File: src/rtl/core/tun_pkg.sv
`timescale 1ns / 1ps
`default_nettype none
package tun_pkg;

    localparam int N_AXES = 3;

    typedef struct packed {
        logic              valid;
        logic              degen;
        logic [N_AXES-1:0] neg;
    } t_ctl;

endpackage
`default_nettype wire

File: src/rtl/core/tun_root_step.sv
`timescale 1ns / 1ps
`default_nettype none
// One bit of the normalising search for every axis: tries q + 2^K against
// (2q-1)^2 * S <= 4 * c^2 * 2^(2F), kept as running residual R and P = (2q-1)*S.
module tun_root_step #(
    parameter int RW = 110,
    parameter int QW = 15,
    parameter int K  = 0
) (
    input  wire logic                    i_clk,
    input  wire logic                    i_rst_n,
    input  wire logic                    i_en,
    input  wire tun_pkg::t_ctl           i_ctl,
    input  wire logic signed [RW-1:0]    i_s,
    input  wire logic signed [RW-1:0]    i_r [tun_pkg::N_AXES],
    input  wire logic signed [RW-1:0]    i_p [tun_pkg::N_AXES],
    input  wire logic        [QW-1:0]    i_q [tun_pkg::N_AXES],
    output tun_pkg::t_ctl                o_ctl,
    output logic signed [RW-1:0]         o_s,
    output logic signed [RW-1:0]         o_r [tun_pkg::N_AXES],
    output logic signed [RW-1:0]         o_p [tun_pkg::N_AXES],
    output logic        [QW-1:0]         o_q [tun_pkg::N_AXES]
);

    tun_pkg::t_ctl          r_ctl;
    logic signed [RW-1:0]   r_s;
    logic signed [RW-1:0]   r_r [tun_pkg::N_AXES];
    logic signed [RW-1:0]   r_p [tun_pkg::N_AXES];
    logic        [QW-1:0]   r_q [tun_pkg::N_AXES];
    logic signed [RW-1:0]   n_diff [tun_pkg::N_AXES];
    logic signed [RW-1:0]   n_r [tun_pkg::N_AXES];
    logic signed [RW-1:0]   n_p [tun_pkg::N_AXES];
    logic        [QW-1:0]   n_q [tun_pkg::N_AXES];

    always_comb begin
        for (int i = 0; i < tun_pkg::N_AXES; i++) begin
            n_diff[i] = i_r[i] - (i_p[i] <<< (K + 2)) - (i_s <<< (2 * K + 2));
            if (!n_diff[i][RW-1]) begin
                n_r[i] = n_diff[i];
                n_p[i] = i_p[i] + (i_s <<< (K + 1));
                n_q[i] = i_q[i] | (QW'(1) << K);
            end else begin
                n_r[i] = i_r[i];
                n_p[i] = i_p[i];
                n_q[i] = i_q[i];
            end
        end
    end

    always_ff @(posedge i_clk) begin
        if (!i_rst_n) begin
            r_ctl <= '0;
        end else if (i_en) begin
            r_ctl <= i_ctl;
        end
    end

    always_ff @(posedge i_clk) begin
        if (i_en) begin
            r_s <= i_s;
            r_r <= n_r;
            r_p <= n_p;
            r_q <= n_q;
        end
    end

    assign o_ctl = r_ctl;
    assign o_s   = r_s;
    assign o_r   = r_r;
    assign o_p   = r_p;
    assign o_q   = r_q;

endmodule
`default_nettype wire

File: config.mk
export PLATFORM = sky130hd
export DESIGN_NAME = tun_root_step
export DESIGN_NICKNAME = d
export VERILOG_FILES = /design/src/rtl/core/tun_pkg.sv /design/src/rtl/core/tun_root_step.sv
export SDC_FILE = /design/constraint.sdc
export NUM_CORES = 2
export LEC_CHECK = 0
export BUFFER_PORTS_ARGS = -buffer_cell sky130_fd_sc_hd__buf_4
export CAP_MARGIN = 20
export CORE_AREA = 2 2 648 650
export CTS_CLUSTER_SIZE = 24
export DETAILED_ROUTE_END_ITERATION = 7
export DIE_AREA = 0 0 650 652
export GPL_TIMING_DRIVEN = 1
export PLACE_DENSITY = 0.43
export SYNTH_ARGS = -nofsm -noshare
export SYNTH_HDL_FRONTEND = slang
export SYNTH_SLANG_ARGS = --single-unit
File: constraint.sdc
create_clock -name i_clk -period 5.4 [get_ports i_clk]
set_input_delay 0.27 -clock i_clk [delete_from_list [all_inputs] [get_ports i_clk]]
set_output_delay 0.27 -clock i_clk [all_outputs]
set_load 0.02 [all_outputs]
# Word level (Yosys, flattened, before mapping)
# Cells that the tools add are included.
classes:
  muxes: 6
  addsub: 9
op_table:
  columns: ["operator", "n"]
  rows:
  - ["$sub A110 B110 Y110", 6]
  - ["$add A110 B110 Y110", 3]
  - ["$mux W110", 3]
  - ["$mux W109", 3]
totals:
  wordCells: 34
  reg_bits: 820

# Depth between registers and ports, before layout
logic_depth:
  ltp_word: 3
  ltp_mapped: 21
  ltp_nobuf: 17

# Least setup slack after synthesis
# No wires, ideal clock.
synth_path:
  path_type: "input to register"
  start: "input i_s[12]"
  end: "register r_p, in the netlist o_p[1], data pin"
  path_slack_ns: 0.922
  stages: 18
  t_arrival_ns: 4.216
  setup_ns: 0.262
  cell_sequence: "inv_1 fa_1 ha_1 clkbuf_1 a21oi_1 o21ai_0 a22oi_1 a31oi_1 nor2_1 o31ai_2 a41oi_2 o41a_1 o31ai_4 a31oi_2 xnor2_4 buf_4 buf_4 mux2_1"
synth_rtl:
  columns: ["element", "line_no", "rtl"]
  rows:
  - ["from (decl)", "tun_root_step.sv:14", "input wire logic signed [RW-1:0] i_s,"]
  - ["to (signal assigned)", "tun_root_step.sv:62", "r_p <= n_p;"]
  - ["to (decl)", "tun_root_step.sv:28", "logic signed [RW-1:0] r_p [tun_pkg::N_AXES];"]

==> flow_summary_export.csv <==
group,metric,value,unit
run_status,status,"finished, violations left",
run_status,failed_checks,"negative hold slack",
pwr,p_sw,21.3,mW
global_routing,grt_max_degree,113,
clock_tree,cts_tree,"built",
place,placedCellCount,16900,
sta,hold_slack,-455,ps
worst_setup_path,cp-start-kind,"input pin",
floorplan,initial_core_util,19.0,%
yosys,ys_async_sr_fraction,0,%
min_path,hp-class,"in2reg",
clock_tree,clock_latency,920,ps
flow_run,cap_violations,0,
clock_tree,numClockSinks,820,
worst_setup_path,r2r_start,"o_ctl[1]",
floorplan,io_pins,1643,
finish,nets,14200,
floorplan,rows,237,
sta,hold_viol_final,2,
pwr,peakVddDrop,295,uV
global_routing,antenna_found_initial,213,
sta,fin_crit_sh,99.1,%
global_routing,grt_pass1_vias,87300,
yosys,ys_seq_elements,820,
pwr,pwr-share-seq,24.0,%
sta,setup_ws,51.0,ps
clock_tree,path_clk_slew,60,ps
yosys,netlist_area,0.0789,mm^2
yosys,synthCells,9034,
global_routing,grt_pass1_wl,764000,um
route,drt_iter0_drc,8141,
finish,area_growth,50.8,%
route,ant_nets,0,
finish,final_common_cell,"buf_4",
clock_tree,cts_root_buffer,"clkbuf_16",
worst_setup_path,reg2reg_to,"o_ctl[1]",
worst_setup_path,rr_worst_depth,3,
clock_tree,numCtsBuffers,123,
global_routing,grt_overflow,0,
clock_tree,clk_path_buf_depth,4,
finish,drive_gt1_share,25.3,%
place,place.gp.congestion,0.992,
pwr,p_sw_share,46.6,%
yosys,synth_ff_type,"edfxtp_1",
yosys,syn-num-nets,10800,
route,first_pass_iters,6,
sta,skew,0,ps
global_routing,grt_usage,26.2,%
route,drc,0,
worst_setup_path,setup.worst_path.class,"in2reg",
finish,nFillCells,44900,
route,vias,87500,
pwr,clock_power_share,19.2,%
worst_setup_path,setup.worst_path.end,"o_p[109]",
yosys,post_synth.cell_area_avg,8.73,um^2
floorplan,coreArea,0.416,mm^2
finish,layout_common_cells,"buf_4 (2,770), nand2_1 (1,210), a21oi_1 (887)",
clock_tree,htreeDepth,3,
sta,max_freq,0.187,GHz
floorplan,die_area,0.424,mm^2
sta,fin_crit,5350,ps
worst_setup_path,rrSetupSlack,4240,ps
yosys,synth_cell_types,91,
worst_setup_path,crit_path_max_fanout,4,
clock_tree,holdBufCountCts,835,
place,place_ws,-1160,ps
place,io_buffers,1642,
route,drt_wl_total,584000,um
sta,slew_headroom,32.9,%
yosys,yosys_warnings,0,
floorplan,die_height,652,um
route,wire_per_inst,32.3,um
pwr,p_leak,51.8,nW
worst_setup_path,cp_data_required_time,6040,ps
worst_setup_path,critPathLaunch,"i_s[4]",
sta,finalMaxSlewViolations,0,
sta,finalSetupViolations,0,
sta,max_slew.worst_pin.slew,1000,ps
place,hpwl,507000,um
pwr,internal_power,24.4,mW
yosys,synth_edf_count,815,
yosys,seq_area_frac_synth,31.1,%
route,routed_via_density,4.84,
pwr,comb_power_share,56.8,%
worst_setup_path,cp-end-kind,"flop",
finish,layout.cells.non_filler,18100,
floorplan,dieWidth,650,um
worst_setup_path,worst_ep_arrival_time,5990,ps
pwr,powerDensity,384,mW/mm^2
-- worst max-delay path, cell delays in order --
cell and delay (ps):
buf_4 110, dlygate4sd3_1 550, buf_4 180, ha_1 300
buf_4 120, o21ai_0 120, o21a_1 260, o32ai_1 620
a21oi_1 240, buf_4 210, o41ai_2 270, buf_4 280
a311oi_2 160, buf_12 170, o31ai_2 370, a31oi_1 300
o31ai_2 470, o21ai_0 210, buf_4 200, xor2_1 290
nor2_1 90, xor2_1 150
-- sequential cells by signal (all words and copies together), names as in the netlist --
name / count
o_ctl: 5
o_p: 330
o_q: 45
o_r: 330
o_s: 110
-- Yosys cell counts (39+ instances only) --
| cell type | n | area (um^2) |
|---|---|---|
| clkbuf_1 | 338 | 1270 |
| a211oi_1 | 46 | 345 |
| a21o_1 | 371 | 2790 |
| o21bai_1 | 182 | 1370 |
| nor2_1 | 437 | 1640 |
| a21oi_1 | 889 | 4450 |
| inv_1 | 635 | 2380 |
| o21ai_1 | 200 | 1000 |
| nand2_1 | 1212 | 4550 |
| o31ai_1 | 49 | 368 |
| nand2b_1 | 61 | 382 |
| nand4_1 | 258 | 1610 |
| o21a_1 | 70 | 526 |
| xor2_1 | 264 | 2310 |
| buf_2 | 71 | 355 |
| o21ai_0 | 849 | 4250 |
| ha_1 | 651 | 8150 |
| a21boi_0 | 39 | 293 |
| a31oi_1 | 74 | 463 |
| nor3_1 | 101 | 505 |
| fa_1 | 324 | 6490 |
| and3_1 | 50 | 313 |
| edfxtp_1 | 815 | 24500 |
| xnor2_1 | 375 | 3280 |
| nor2b_1 | 60 | 375 |
| nand3_1 | 90 | 450 |
-- stage by stage --
stage                     hold WS [ps]  TNS, ps  power (mW)  util (%)  cell area, um^2
after floorplan                    369        0        22.2         -            78900
after CTS                         -557        0        45.6      28.5           118000
after global placement             448  -383690        36.1      25.5           106000
after global routing              -526    -19.9        47.9      28.6           119000
after detailed placement           449  -403180        35.9      25.5           106000
final                             -455        0        45.7      28.6           119000
-- metal layers --
metal  vias up  share of wire, %  track usage, %
met1     43500                43            34.1
met5         -             0.062               0
met2      3602                44            41.2
met4        62               5.1            10.8
met3       937               7.9            6.65
li1      39400                 -               -
-- logic make-up after synthesis --
group                    Yosys count  share of synthesized area, %
buffers and inverters           1072                          5.42
flip-flops                       820                          31.1
XOR/XNOR                         641                          7.15
multiplexers                      26                         0.357
AND/OR/NAND/NOR                 2452                          14.0
adder cells (fa/ha/maj)          975                          18.5
AO/OA/AOI/OAI                   3048                          23.4
-- power groups by stage --
stage | sequential, mW | clock (mW) | combinational (mW)
after detailed placement | 11.1 | 0 | 24.9
after floorplan | 12.4 | 0 | 9.81
after global routing | 11.1 | 9.13 | 27.7
after CTS | 11.0 | 8.99 | 25.6
final | 11.0 | 8.76 | 26.0
after global placement | 11.1 | 0 | 24.9
-- layout make-up --
type	instances	area (um^2)	area share, %
antenna	74	185	0.156
clock buffer	137	3130	2.63
clock inverter	89	1000	0.840
inverter	635	2380	2.00
multi-input combinational	7142	50300	42.2
sequential	820	24600	20.6
tap	5497	6880	5.78
timing repair buffer	3679	30600	25.7
-- worst min path at each step --
stage	start	endpoint	slack (ps)	cells past startpoint
floorplan	i_p[0]	o_p[0]	370	0
global placement	i_q[28]	o_q[28]	450	1
detailed placement	i_q[28]	o_q[28]	450	1
CTS	i_p[0]	o_p[0]	-560	1
global route	i_p[0]	o_p[0]	-530	1
finish	i_p[0]	o_p[0]	-460	1
-- repair_timing --
item	4_1_cts	5_1_grt
hold endpoints to repair	870	2
pin swaps	1	10
setup buffers	0	8
endpoints found under the setup margin	156	246
gates resized for setup	2	45
gates cloned	0	4
(Power assumes the default switching activity.)
